### src/rtl/mavg_pkg.sv
// Package with the shared constants and helper function of the moving average window.
`timescale 1ns / 1ps

package mavg_pkg;

   // Default sample width and deepest window the ring can hold.
   localparam int unsigned SAMPLE_BITS_DEFAULT = 16;
   localparam int unsigned WINDOW_MAX_DEFAULT  = 64;

   // Width of the window size register and of the fill count.
   localparam int unsigned CNT_BITS = 7;

   // Window size after reset.
   localparam logic [CNT_BITS-1:0] WINDOW_SIZE_RESET = CNT_BITS'(8);

   // Address width for a store of the given depth, never below one bit.
   function automatic int unsigned addr_bits(input int unsigned depth);
      int unsigned bits;
      bits = (depth > 1) ? $clog2(depth) : 1;
      return bits;
   endfunction

endpackage

### src/rtl/mavg_ram.sv
// Generic single-clock RAM with one write port and one registered read port.
`timescale 1ns / 1ps

module mavg_ram #(
   parameter int unsigned WIDTH = mavg_pkg::SAMPLE_BITS_DEFAULT,
   parameter int unsigned DEPTH = mavg_pkg::WINDOW_MAX_DEFAULT
) (
   input  logic                                      clock,
   input  logic                                      wr_en,
   input  logic [mavg_pkg::addr_bits(DEPTH)-1:0]     wr_addr,
   input  logic [WIDTH-1:0]                          wr_data,
   input  logic [mavg_pkg::addr_bits(DEPTH)-1:0]     rd_addr,
   output logic [WIDTH-1:0]                          rd_data
);

   logic [WIDTH-1:0] mem_ff [DEPTH];
   logic [WIDTH-1:0] rd_data_ff;

   // Write port and registered read port.
   always_ff @(posedge clock) begin
      if (wr_en) begin
         mem_ff[wr_addr] <= wr_data;
      end
      rd_data_ff <= mem_ff[rd_addr];
   end

   assign rd_data = rd_data_ff;

endmodule

### src/rtl/mavg_divider.sv
// Iterative restoring divider: signed running sum by unsigned fill count, one bit per cycle.
`timescale 1ns / 1ps

module mavg_divider #(
   parameter int unsigned SAMPLE_BITS = mavg_pkg::SAMPLE_BITS_DEFAULT
) (
   input  logic                                              clock,
   input  logic                                              reset,
   input  logic                                              start,
   input  logic signed [SAMPLE_BITS+mavg_pkg::CNT_BITS-1:0]  dividend,
   input  logic [mavg_pkg::CNT_BITS-1:0]                     divisor,
   output logic                                              done,
   output logic signed [SAMPLE_BITS-1:0]                     quotient
);

   localparam int unsigned CNT_BITS  = mavg_pkg::CNT_BITS;
   localparam int unsigned SUM_BITS  = SAMPLE_BITS + CNT_BITS;
   localparam int unsigned STEP_BITS = $clog2(SUM_BITS + 1);

   logic [SUM_BITS-1:0]  quo_ff,  quo_in;
   logic [CNT_BITS-1:0]  rem_ff,  rem_in;
   logic [CNT_BITS-1:0]  dvs_ff,  dvs_in;
   logic                 neg_ff,  neg_in;
   logic [STEP_BITS-1:0] step_ff, step_in;
   logic                 busy_ff, busy_in;
   logic                 done_ff, done_in;
   logic signed [SAMPLE_BITS-1:0] result_ff, result_in;

   logic [SUM_BITS-1:0]   magnitude;
   logic [CNT_BITS+1:0]   trial;
   logic [SUM_BITS-1:0]   quo_next;
   logic [SUM_BITS-1:0]   quo_signed;

   // Magnitude of the dividend; the most negative sum still fits unsigned.
   assign magnitude = dividend[SUM_BITS-1] ? SUM_BITS'(-dividend) : SUM_BITS'(dividend);

   // One trial subtraction of the shifted remainder against the divisor.
   assign trial    = {1'b0, rem_ff, quo_ff[SUM_BITS-1]} - {2'b00, dvs_ff};
   assign quo_next = {quo_ff[SUM_BITS-2:0], ~trial[CNT_BITS+1]};

   // Restore the sign of the finished quotient.
   assign quo_signed = neg_ff ? (~quo_next + SUM_BITS'(1)) : quo_next;

   // Sequencing of the bit steps.
   always_comb begin
      quo_in    = quo_ff;
      rem_in    = rem_ff;
      dvs_in    = dvs_ff;
      neg_in    = neg_ff;
      step_in   = step_ff;
      busy_in   = busy_ff;
      done_in   = 1'b0;
      result_in = result_ff;
      if (start) begin
         quo_in  = magnitude;
         rem_in  = '0;
         dvs_in  = divisor;
         neg_in  = dividend[SUM_BITS-1];
         step_in = STEP_BITS'(SUM_BITS);
         busy_in = 1'b1;
      end else if (busy_ff) begin
         quo_in  = quo_next;
         rem_in  = trial[CNT_BITS+1] ? {rem_ff[CNT_BITS-2:0], quo_ff[SUM_BITS-1]}
                                     : trial[CNT_BITS-1:0];
         step_in = step_ff - STEP_BITS'(1);
         if (step_ff == STEP_BITS'(1)) begin
            busy_in   = 1'b0;
            done_in   = 1'b1;
            result_in = quo_signed[SAMPLE_BITS-1:0];
         end
      end
   end

   // Control state is reset; the datapath registers are not.
   always_ff @(posedge clock) begin
      if (reset) begin
         busy_ff <= 1'b0;
         done_ff <= 1'b0;
         step_ff <= '0;
      end else begin
         busy_ff <= busy_in;
         done_ff <= done_in;
         step_ff <= step_in;
      end
      quo_ff    <= quo_in;
      rem_ff    <= rem_in;
      dvs_ff    <= dvs_in;
      neg_ff    <= neg_in;
      result_ff <= result_in;
   end

   assign done     = done_ff;
   assign quotient = result_ff;

endmodule

### src/rtl/moving_average_window.sv
// Top level of the moving average window: sequencer, running sum, ring store and divider.
`timescale 1ns / 1ps

// Averages the most recent window_size signed samples held in a ring store. One word is
// taken at a time: req_stall stays high from acceptance until the result is loaded into the
// output register. Once the window is full, the ring store's registered read fetches the
// oldest word, which is subtracted from the running sum before the new one is added; while
// the window is filling only the add is done. The restoring divider then produces one
// quotient bit per cycle over the SAMPLE_BITS + 7 bit running sum before the output load; a
// window size of zero skips the ring store and the divider. A finished result waits in the
// output register while the next word is being worked on; if it is still there when the next
// result is ready, the block holds until it is taken. Writing the window size clears the sum,
// count and write position but keeps the ring contents; a window size of zero returns
// average 0 and filled 0, and sizes above WINDOW_MAX act as WINDOW_MAX.
module moving_average_window #(
   parameter int unsigned WINDOW_MAX  = mavg_pkg::WINDOW_MAX_DEFAULT,
   parameter int unsigned SAMPLE_BITS = mavg_pkg::SAMPLE_BITS_DEFAULT
) (
   input  logic                                 clock,
   input  logic                                 reset,
   input  logic                                 req_valid,
   output logic                                 req_stall,
   input  logic signed [SAMPLE_BITS-1:0]        req_sample,
   output logic                                 rsp_valid,
   input  logic                                 rsp_stall,
   output logic signed [SAMPLE_BITS-1:0]        rsp_average,
   output logic [mavg_pkg::CNT_BITS-1:0]        rsp_filled,
   input  logic                                 csr_wr_en,
   input  logic [mavg_pkg::CNT_BITS-1:0]        csr_wr_data
);

   localparam int unsigned CNT_BITS  = mavg_pkg::CNT_BITS;
   localparam int unsigned SUM_BITS  = SAMPLE_BITS + CNT_BITS;
   localparam int unsigned AW        = mavg_pkg::addr_bits(WINDOW_MAX);
   localparam int unsigned CMP_BITS  = AW + CNT_BITS;
   localparam int unsigned SIZE_CLIP = (WINDOW_MAX > ((1 << CNT_BITS) - 1)) ?
                                       ((1 << CNT_BITS) - 1) : WINDOW_MAX;

   typedef enum logic [6:0] {
      ST_IDLE      = 7'b0000001,
      ST_READ      = 7'b0000010,
      ST_SUB       = 7'b0000100,
      ST_ADD       = 7'b0001000,
      ST_DIV_START = 7'b0010000,
      ST_DIV_WAIT  = 7'b0100000,
      ST_OUT       = 7'b1000000
   } state_type;

   state_type                     state_ff, state_in;
   logic [CNT_BITS-1:0]           window_size_ff, window_size_in;
   logic signed [SUM_BITS-1:0]    sum_ff, sum_in;
   logic [AW-1:0]                 pos_ff, pos_in;
   logic [CNT_BITS-1:0]           fill_ff, fill_in;
   logic signed [SAMPLE_BITS-1:0] sample_ff, sample_in;
   logic [AW-1:0]                 slot_ff, slot_in;
   logic                          grow_ff, grow_in;
   logic signed [SAMPLE_BITS-1:0] avg_ff, avg_in;
   logic                          rsp_valid_ff, rsp_valid_in;
   logic signed [SAMPLE_BITS-1:0] rsp_average_ff, rsp_average_in;
   logic [CNT_BITS-1:0]           rsp_filled_ff, rsp_filled_in;

   logic [CNT_BITS-1:0]           size_eff;
   logic [AW-1:0]                 slot_use;
   logic [AW:0]                   slot_inc;
   logic signed [SUM_BITS-1:0]    addend;
   logic signed [SUM_BITS-1:0]    sum_result;
   logic [SAMPLE_BITS-1:0]        ram_rd_data;
   logic                          ram_wr_en;
   logic                          div_start;
   logic                          div_done;
   logic signed [SAMPLE_BITS-1:0] div_quotient;

   // Effective window size, saturated at the ring depth.
   assign size_eff = (window_size_ff > CNT_BITS'(SIZE_CLIP)) ? CNT_BITS'(SIZE_CLIP)
                                                             : window_size_ff;

   // Slot for this word; a position beyond a shrunk window restarts at zero.
   assign slot_use = (CMP_BITS'(pos_ff) >= CMP_BITS'(size_eff)) ? '0 : pos_ff;
   assign slot_inc = {1'b0, slot_ff} + (AW + 1)'(1);

   // Shared adder of the running sum: subtracts the oldest word once the window is full, then adds the new one.
   assign addend     = (state_ff == ST_SUB) ? -SUM_BITS'($signed(ram_rd_data))
                                            : SUM_BITS'(sample_ff);
   assign sum_result = sum_ff + addend;

   assign ram_wr_en = (state_ff == ST_ADD);
   assign div_start = (state_ff == ST_DIV_START) && (fill_ff != '0);

   // Sequencer.
   always_comb begin
      state_in       = state_ff;
      window_size_in = window_size_ff;
      sum_in         = sum_ff;
      pos_in         = pos_ff;
      fill_in        = fill_ff;
      sample_in      = sample_ff;
      slot_in        = slot_ff;
      grow_in        = grow_ff;
      avg_in         = avg_ff;
      rsp_valid_in   = rsp_valid_ff;
      rsp_average_in = rsp_average_ff;
      rsp_filled_in  = rsp_filled_ff;

      // The output register empties when its word is taken.
      if (rsp_valid_ff && !rsp_stall) begin
         rsp_valid_in = 1'b0;
      end

      case (state_ff)
         ST_IDLE: begin
            if (req_valid) begin
               sample_in = req_sample;
               slot_in   = slot_use;
               grow_in   = (fill_ff < size_eff);
               if (size_eff == '0) begin
                  state_in = ST_DIV_START;
               end else if (fill_ff < size_eff) begin
                  state_in = ST_ADD;
               end else begin
                  state_in = ST_READ;
               end
            end
         end
         ST_READ: begin
            state_in = ST_SUB;
         end
         ST_SUB: begin
            sum_in   = sum_result;
            state_in = ST_ADD;
         end
         ST_ADD: begin
            sum_in  = sum_result;
            fill_in = fill_ff + CNT_BITS'(grow_ff);
            pos_in  = (CMP_BITS'(slot_inc) >= CMP_BITS'(size_eff)) ? '0 : slot_inc[AW-1:0];
            state_in = ST_DIV_START;
         end
         ST_DIV_START: begin
            if (fill_ff == '0) begin
               avg_in   = '0;
               state_in = ST_OUT;
            end else begin
               state_in = ST_DIV_WAIT;
            end
         end
         ST_DIV_WAIT: begin
            if (div_done) begin
               avg_in   = div_quotient;
               state_in = ST_OUT;
            end
         end
         ST_OUT: begin
            if (!rsp_valid_ff || !rsp_stall) begin
               rsp_valid_in   = 1'b1;
               rsp_average_in = avg_ff;
               rsp_filled_in  = fill_ff;
               state_in       = ST_IDLE;
            end
         end
         default: begin
            state_in = ST_IDLE;
         end
      endcase

      // A window size write restarts the window.
      if (csr_wr_en) begin
         window_size_in = csr_wr_data;
         sum_in         = '0;
         pos_in         = '0;
         fill_in        = '0;
      end
   end

   // State registers.
   always_ff @(posedge clock) begin
      if (reset) begin
         state_ff       <= ST_IDLE;
         window_size_ff <= mavg_pkg::WINDOW_SIZE_RESET;
         sum_ff         <= '0;
         pos_ff         <= '0;
         fill_ff        <= '0;
         rsp_valid_ff   <= 1'b0;
      end else begin
         state_ff       <= state_in;
         window_size_ff <= window_size_in;
         sum_ff         <= sum_in;
         pos_ff         <= pos_in;
         fill_ff        <= fill_in;
         rsp_valid_ff   <= rsp_valid_in;
      end
      sample_ff      <= sample_in;
      slot_ff        <= slot_in;
      grow_ff        <= grow_in;
      avg_ff         <= avg_in;
      rsp_average_ff <= rsp_average_in;
      rsp_filled_ff  <= rsp_filled_in;
   end

   // Ring store of the recent samples.
   mavg_ram #(
      .WIDTH (SAMPLE_BITS),
      .DEPTH (WINDOW_MAX)
   ) u_ring (
      .clock   (clock),
      .wr_en   (ram_wr_en),
      .wr_addr (slot_ff),
      .wr_data (sample_ff),
      .rd_addr (slot_ff),
      .rd_data (ram_rd_data)
   );

   // Sum divided by the fill count.
   mavg_divider #(
      .SAMPLE_BITS (SAMPLE_BITS)
   ) u_divider (
      .clock    (clock),
      .reset    (reset),
      .start    (div_start),
      .dividend (sum_ff),
      .divisor  (fill_ff),
      .done     (div_done),
      .quotient (div_quotient)
   );

   assign req_stall   = (state_ff != ST_IDLE);
   assign rsp_valid   = rsp_valid_ff;
   assign rsp_average = rsp_average_ff;
   assign rsp_filled  = rsp_filled_ff;

   // The fill count never exceeds the effective window.
   assert property (@(posedge clock) disable iff (reset)
      fill_ff <= size_eff)
      else $error("fill count exceeds the window size");

   // An accepted word always starts the sequence.
   assert property (@(posedge clock) disable iff (reset)
      (req_valid && !req_stall) |=> (state_ff != ST_IDLE))
      else $error("accepted word did not start processing");

   // The divider finishes only while the sequencer waits for it.
   assert property (@(posedge clock) disable iff (reset)
      div_done |-> (state_ff == ST_DIV_WAIT))
      else $error("divider finished outside its wait state");

   // A delivered fill count is within the largest effective window.
   assert property (@(posedge clock) disable iff (reset)
      rsp_valid_ff |-> (rsp_filled_ff <= CNT_BITS'(SIZE_CLIP)))
      else $error("result fill count beyond the ring depth");

endmodule
### config.mk
export PLATFORM = sky130hd
export DESIGN_NAME = moving_average_window
export DESIGN_NICKNAME = d
export VERILOG_FILES = /design/src/rtl/mavg_pkg.sv /design/src/rtl/mavg_ram.sv /design/src/rtl/mavg_divider.sv /design/src/rtl/moving_average_window.sv
export SDC_FILE = /design/constraint.sdc
export NUM_CORES = 1
export LEC_CHECK = 0
export ABC_AREA = 1
export CAP_MARGIN = 10
export CORE_MARGIN = 1.5
export CORE_UTILIZATION = 40
export DETAILED_ROUTE_END_ITERATION = 6
export DONT_BUFFER_PORTS = 1
export PLACE_DENSITY = 0.51
export SLEW_MARGIN = 20
export SYNTH_ARGS = -nofsm -noshare
export SYNTH_HDL_FRONTEND = slang
export SYNTH_SLANG_ARGS = --single-unit
### constraint.sdc
create_clock -name clock -period 7 [get_ports clock]
set_input_delay 2.1 -clock clock [delete_from_list [all_inputs] [get_ports clock]]
set_output_delay 2.1 -clock clock [all_outputs]
set_load 0.01 [all_outputs]
==> run summary, run 1 <==
Pleak: 19.1 nW
IO Port Bufs: 0
WL final: 140000 um
Area leader, netlist: edfxtp_1
CTS Buf Count: 133
Vias per inst: 5.33
CP Depth: 4
Status: finished clean
CTS tree: done
Critical Path Start: slot_ff[0]
CP top delay family: simple AND/OR/NAND/NOR gates
Maxcap violations: 0
Worst Tran Pin Value: 1.17 ns
GRT Total Usage: 22.6%
Die extent in x: 351 um
CP max-delay cell: nor2_2
Nets@finish: 4043
Initial DRC count: 3013
# clock sinks: 1214
Fmax: 231 MHz
Setup crit end: u_ring.mem_ff[37][10]
Post-CTS Hold Buffers: 0
CP arrival: 4.69 ns
Initial antenna violation count: 1
Final Max Slew Viols: 0
CTS clock-pin slew for the worst setup and hold paths: 0.06 ns
CP max FO: 58
Most numerous cell in the Yosys netlist: edfxtp_1
DIE HEIGHT: 351 um
Share of layout cells above drive strength 1: 8.13%
Synth top cells by count: edfxtp_1 (1133), nand2_1 (1121), nor2_1 (254), inv_1 (217), nand4_1 (159)
Ports: 53
Crit share post-route: 61.8%
Synthesized area per cell: 12.4 um^2
Final HPWL DP: 82600 um
H-tree levels: 4
Syn_nets: 3994
Worst-path cell chain: nand3_2 -> inv_4 -> nand2_1 -> nor2_2
Max incr delay on CP: 1.02 ns
Power Dens Cells: 330 nW/um^2
Core region area: 120000 um^2
Peak supply drop: 0.251 mV
Remaining antenna violation count: 0
R2R Path End: u_ring.mem_ff[37][10]
Synth top area share: 70.1%
Setup CP Type: reg2reg
Post-CTS setup buffers: 0
Post-Route Skew: 0.0277 ns
Longest Clk Path Bufs: 3
Top_reg_cell synth: edfxtp_1
Pin count of the biggest net entering global routing: 128
Cell row count: 127
Largest cells by area after synthesis: edfxtp_1 (70%), nand2_1 (8.7%), dfxtp_1 (3.3%), nand4_1 (2.1%), nor2_1 (2.0%)
WL/cell: 24.7 um
DR pass1 iterations: 7
First-pass GRT wire length: 201000 um
Synth Cell Area: 48500 um^2
Crit. End Element: flip-flop
Post-DP Area: 50500 um^2
Sequential area share after synthesis: 73.5%
R2R Setup Slk: 2.67 ns
Unrepaired setup endpoints after global routing: no
Root Buffer: clkbuf_16
Gpl congestion: 0.849
Grt ovf: 0
Startpoint type of the worst setup path: flip-flop
Hold_ws: 0.419 ns
Worst-Skew Late Latency: 0.76 ns
Finish-stage setup viols: 0
Netlist cell types: 44
WP buf/inv: 1
Worst hold stages: 0
Number of global-route vias before repair: 28700
Yosys reg bits: 1214
Ys async rst share: 0%
Worst Reg-to-Reg Cells: 4
Relative slew slack: 22.2%
Setup TNS: 0 ns
DR DRC count: 0
Synthesized instance count: 3900
Final hold violation count: 0
Effective utilization at floorplan: 40.4%
Reg2reg start: slot_ff[0]
Synth warn: 0
Area grow syn2layout: 12.9%
Post-Layout Inst Area: 54800 um^2
Post-synth EDFFs: 1133
CTS resizes: 0
Minimum clock period: 4.33 ns
Via count: 30200
Worst Hold Class: reg2reg
Die area: 123000 um^2
Critical Path RT: 7.36 ns
==> worst min-delay path by stage <==
stage	start	endpoint	slack, ns
floorplan	avg_ff[0]	rsp_average[0]	0.40
global placement	avg_ff[0]	rsp_average[0]	0.40
CTS	avg_ff[15]	rsp_average[15]	0.42
global route	avg_ff[12]	rsp_average[12]	0.43
finish	avg_ff[12]	rsp_average[12]	0.42
detailed placement	avg_ff[15]	rsp_average[15]	0.41
==> logic make-up after synthesis <==
kind of cell    synth area share (%)
fa+ha+maj                       1.73
simple gates                    14.9
flops                           73.5
buf+inv                         3.15
xor+xnor                       0.758
compound gates                  6.03
==> report_power, final <==
group / internal, mW / switching (mW)
registers: 8.38 / 0.168
clock network: 3.85 / 2.91
logic: 0.635 / 2.15
==> state kept, by name, indices dropped and copies added (netlist names), 16 cells and up <==
signal and cells:
avg_ff 16, sample_ff 16, rsp_average 16, u_divider.quotient 16, u_ring.rd_data 16, sum_ff 23
u_divider.quo_ff 23, u_ring.mem_ff 1024
==> area by class of cell <==
class                   count  area (um^2)
fillers                 10900        65400
inverters                 234          906
clock buffers             182         3590
well taps                1612         2020
flip-flops and latches   1214        35600
clock inverters            53          562
diodes                      1         2.50
repair buffers             55          425
multi-input cells        2311        11600
==> routing by layer <==
metal	vias up	global-route usage (%)	share of wire, %	wire [um]
met5	-	0	0	0
met3	213	3.39	5.1	7180
met1	15100	31.1	44	61900
li1	14000	-	-	-
met4	0	7.17	2.8	3910
met2	836	36.7	48	66600
==> through the flow <==
stage | total power [mW] | setup slack (ns) | cells | util (%)
global placement | 11.5 | 2.76 | 5426 | 42.1
floorplan | 10.2 | 3.39 | 3900 | -
CTS | 18.2 | 2.66 | 5661 | 45.5
global route | 18.7 | 2.56 | 5661 | 45.6
finish | 18.1 | 2.67 | 5662 | 45.6
detailed placement | 11.5 | 2.67 | 5426 | 42.1
==> placed cells by master (no fill, tap or decap), types with 4 or more instances in the layout <==
master | synthesis | layout
clkinv_2 | 0 | 13
nand3_2 | 5 | 5
o2111ai_1 | 19 | 19
ha_1 | 64 | 64
dfxtp_1 | 81 | 81
o211ai_1 | 11 | 11
nand2_1 | 1121 | 1121
o21ai_0 | 100 | 100
a31oi_1 | 7 | 7
nand4_1 | 159 | 159
nor2_1 | 254 | 188
inv_2 | 10 | 5
nor4_1 | 4 | 4
edfxtp_1 | 1133 | 1133
nor3_2 | 0 | 5
buf_4 | 0 | 54
xnor2_1 | 14 | 14
nand3_1 | 130 | 130
nor2_2 | 0 | 51
nor2_4 | 0 | 15
a22oi_1 | 113 | 113
or2_2 | 9 | 9
o21bai_1 | 11 | 11
o21ai_1 | 89 | 88
clkbuf_1 | 43 | 43
xor2_1 | 28 | 28
a22o_1 | 13 | 13
inv_1 | 217 | 216
clkbuf_16 | 0 | 135
o31ai_1 | 4 | 4
bufinv_16 | 0 | 6
nand3b_1 | 13 | 13
nor3_1 | 26 | 21
clkbuf_8 | 0 | 4
a21oi_1 | 88 | 88
clkinv_1 | 7 | 24
a211oi_1 | 8 | 8
a21o_1 | 5 | 5
inv_6 | 0 | 10
clkinv_8 | 0 | 4
==> worst register-to-register path, cell delays in order (launching register included) <==
cell and delay, ns:
edfxtp_1 0.66, nand3_2 0.59, inv_4 0.80, nand2_1 0.85, nor2_2 1.02
Note: power is estimated with default switching activity, not from simulation.
==> inputs of run 2 (changes only) <==
Clock period 7 ns to 4 ns, I/O delays scaled along.
==> run summary, run 2 (synthesis results as in run 1) <==
CTS tree: done
Setup TNS: 0 ns (unchanged)
Number of global-route vias before repair: 29800 (+4.0%)
Critical Path RT: 4.65 ns (-2.71 ns)
CP top delay family: simple AND/OR/NAND/NOR gates
Effective utilization at floorplan: 40.4% (unchanged)
WL final: 143000 um (+2.3%)
Crit. End Element: flip-flop
Minimum clock period: 3.57 ns (-0.760 ns)
First-pass GRT wire length: 208000 um (+3.6%)
Failing checks: DRC
Final Max Slew Viols: 0 (unchanged)
H-tree levels: 4 (unchanged)
IO Port Bufs: 0 (unchanged)
Relative slew slack: 36.6% (+14 points)
Worst Hold Class: reg2reg
Remaining antenna violation count: 0 (unchanged)
Vias per inst: 5.31 (-0.50%)
Post-Route Skew: 0.0405 ns (+0.0128 ns)
DR pass1 iterations: 7 (unchanged)
Peak supply drop: 0.462 mV (+84%)
Initial DRC count: 2657 (-12%)
Share of layout cells above drive strength 1: 10.8% (+2.7 points)
Area grow syn2layout: 15.1%
Unrepaired setup endpoints after global routing: no
Ports: 53 (unchanged)
Startpoint type of the worst setup path: flip-flop
Top reg by flops: u_ring.mem_ff
R2R Setup Slk: 0.43 ns (-2.24 ns)
# clock sinks: 1214 (unchanged)
Pleak: 19.8 nW (+3.6%)
Longest Clk Path Bufs: 3 (unchanged)
Final HPWL DP: 86100 um (+4.2%)
DIE HEIGHT: 351 um (unchanged)
GRT Total Usage: 23.4% (+0.79 points)
Nets@finish: 4152 (+2.7%)
CP arrival: 4.22 ns (-0.47 ns)
Worst-path cell chain: inv_1 -> nand2_1 -> nor2_1 -> nand4_1 -> nor3_1 -> xor2_1 -> a21oi_1 -> ha_1 -> nand2_1 -> nor2_1 -> inv_1 -> nor3_1 -> nand3_1 -> nand4_1 -> nand2_1 -> o21bai_1 -> inv_1
Final hold violation count: 0 (unchanged)
Post-CTS Hold Buffers: 0 (unchanged)
Via count: 30700 (+1.6%)
CP max-delay cell: nor3_1
WL/cell: 24.7 um (+0.20%)
CP max FO: 4 (-93%)
Maxcap violations: 0 (unchanged)
Die extent in x: 351 um (unchanged)
Root Buffer: clkbuf_16
Pin count of the biggest net entering global routing: 65 (-49%)
Max reg flops: 1024 (unchanged)
Cell row count: 127 (unchanged)
Initial antenna violation count: 2 (+1)
Gpl congestion: 0.875 (+3.0%)
Sequential cell area: 35600 um^2 (unchanged)
Multi-input gate area: 11500 um^2 (-0.60%)
WP buf/inv: 3 (+2)
DR DRC count: 2 (+2)
CTS clock-pin slew for the worst setup and hold paths: 0.06 ns (about the same)
Most frequent cells in the layout: edfxtp_1 (1133), nand2_1 (1121), inv_1 (216)
Core region area: 120000 um^2 (unchanged)
Biggest regs: u_ring.mem_ff (1024), sum_ff (23), u_divider.quo_ff (23)
CTS resizes: 0 (unchanged)
Finish-stage setup viols: 0 (unchanged)
Setup CP Type: reg2reg
Status: finished, violations left
Crit share post-route: 89.2% (+27 points)
Worst Tran Pin Value: 0.941 ns (-0.225 ns)
Tot Pwr: 31.9 mW (+76%)
Die area: 123000 um^2 (unchanged)
Fmax: 280 MHz (+21%)
Post-CTS setup buffers: 0 (unchanged)
CTS Buf Count: 132 (-0.75%)
Grt ovf: 0 (unchanged)
Max incr delay on CP: 0.45 ns (-0.57 ns)
Most common cell after layout, fill and taps aside: edfxtp_1
Layout fillers: 11000 (+0.20%)
Worst-Skew Late Latency: 0.78 ns (+0.02 ns)
Power Dens Cells: 572 nW/um^2 (+73%)
-- run 2: cell count changes in the layout (fill, tap and decap cells not counted), moves of 2 or more --
cell and delta:
buf_4 +93, buf_12 +17, nor2_2 +14, nor2_4 -14, clkbuf_1 -12, clkinv_2 +10
clkinv_1 +6, clkbuf_8 +2, inv_6 -2
-- run 2: power breakdown --
part / total, mW / switching, mW / internal, mW
combinational: 4.99 / 3.76 / 1.23
clock: 12.0 / 5.16 / 6.80
sequential: 15.0 / 0.326 / 14.7
total: 31.9 / 9.25 / 22.7
-- run 2: layer usage --
metal  part of all wire (%)  GRT usage [%]
met1                     43           31.0
met2                     48           38.9
met3                    5.4           3.56
met4                    3.3           8.64
met5                      0              0
-- run 2: final cells by class --
cell class,instances,share of cell area (%)
Clock buffer,171,6.36
Antenna cell,2,0.00897
Inverter,234,1.62
Tap cell,1612,3.61
Sequential cell,1214,63.9
Multi-Input combinational cell,2311,20.7
Clock inverter,70,1.23
Timing Repair Buffer,165,2.62
-- run 2: path summary, 6_finish.rpt --
path,cells past startpoint,endpoint,start
worst min register to register,0,rsp_average[13],avg_ff[13]
worst max-delay path,17,sum_ff[17],u_ring.rd_data[0]
worst min-delay path,0,rsp_average[13],avg_ff[13]
worst max register to register,17,sum_ff[17],u_ring.rd_data[0]
-- run 2: metrics by stage --
stage / utilization (%) / cells / setup WS [ns] / cell area, um^2 / hold slack (ns)
after floorplan: - / 3900 / 1.29 / 48500 / 0.400
after global placement: 42.9 / 5536 / 0.398 / 51600 / 0.401
after detailed placement: 42.9 / 5536 / 0.416 / 51600 / 0.406
final: 46.5 / 5779 / 0.431 / 55800 / 0.413
after CTS: 46.5 / 5777 / 0.407 / 55800 / 0.415
after global routing: 46.5 / 5777 / 0.168 / 55800 / 0.422
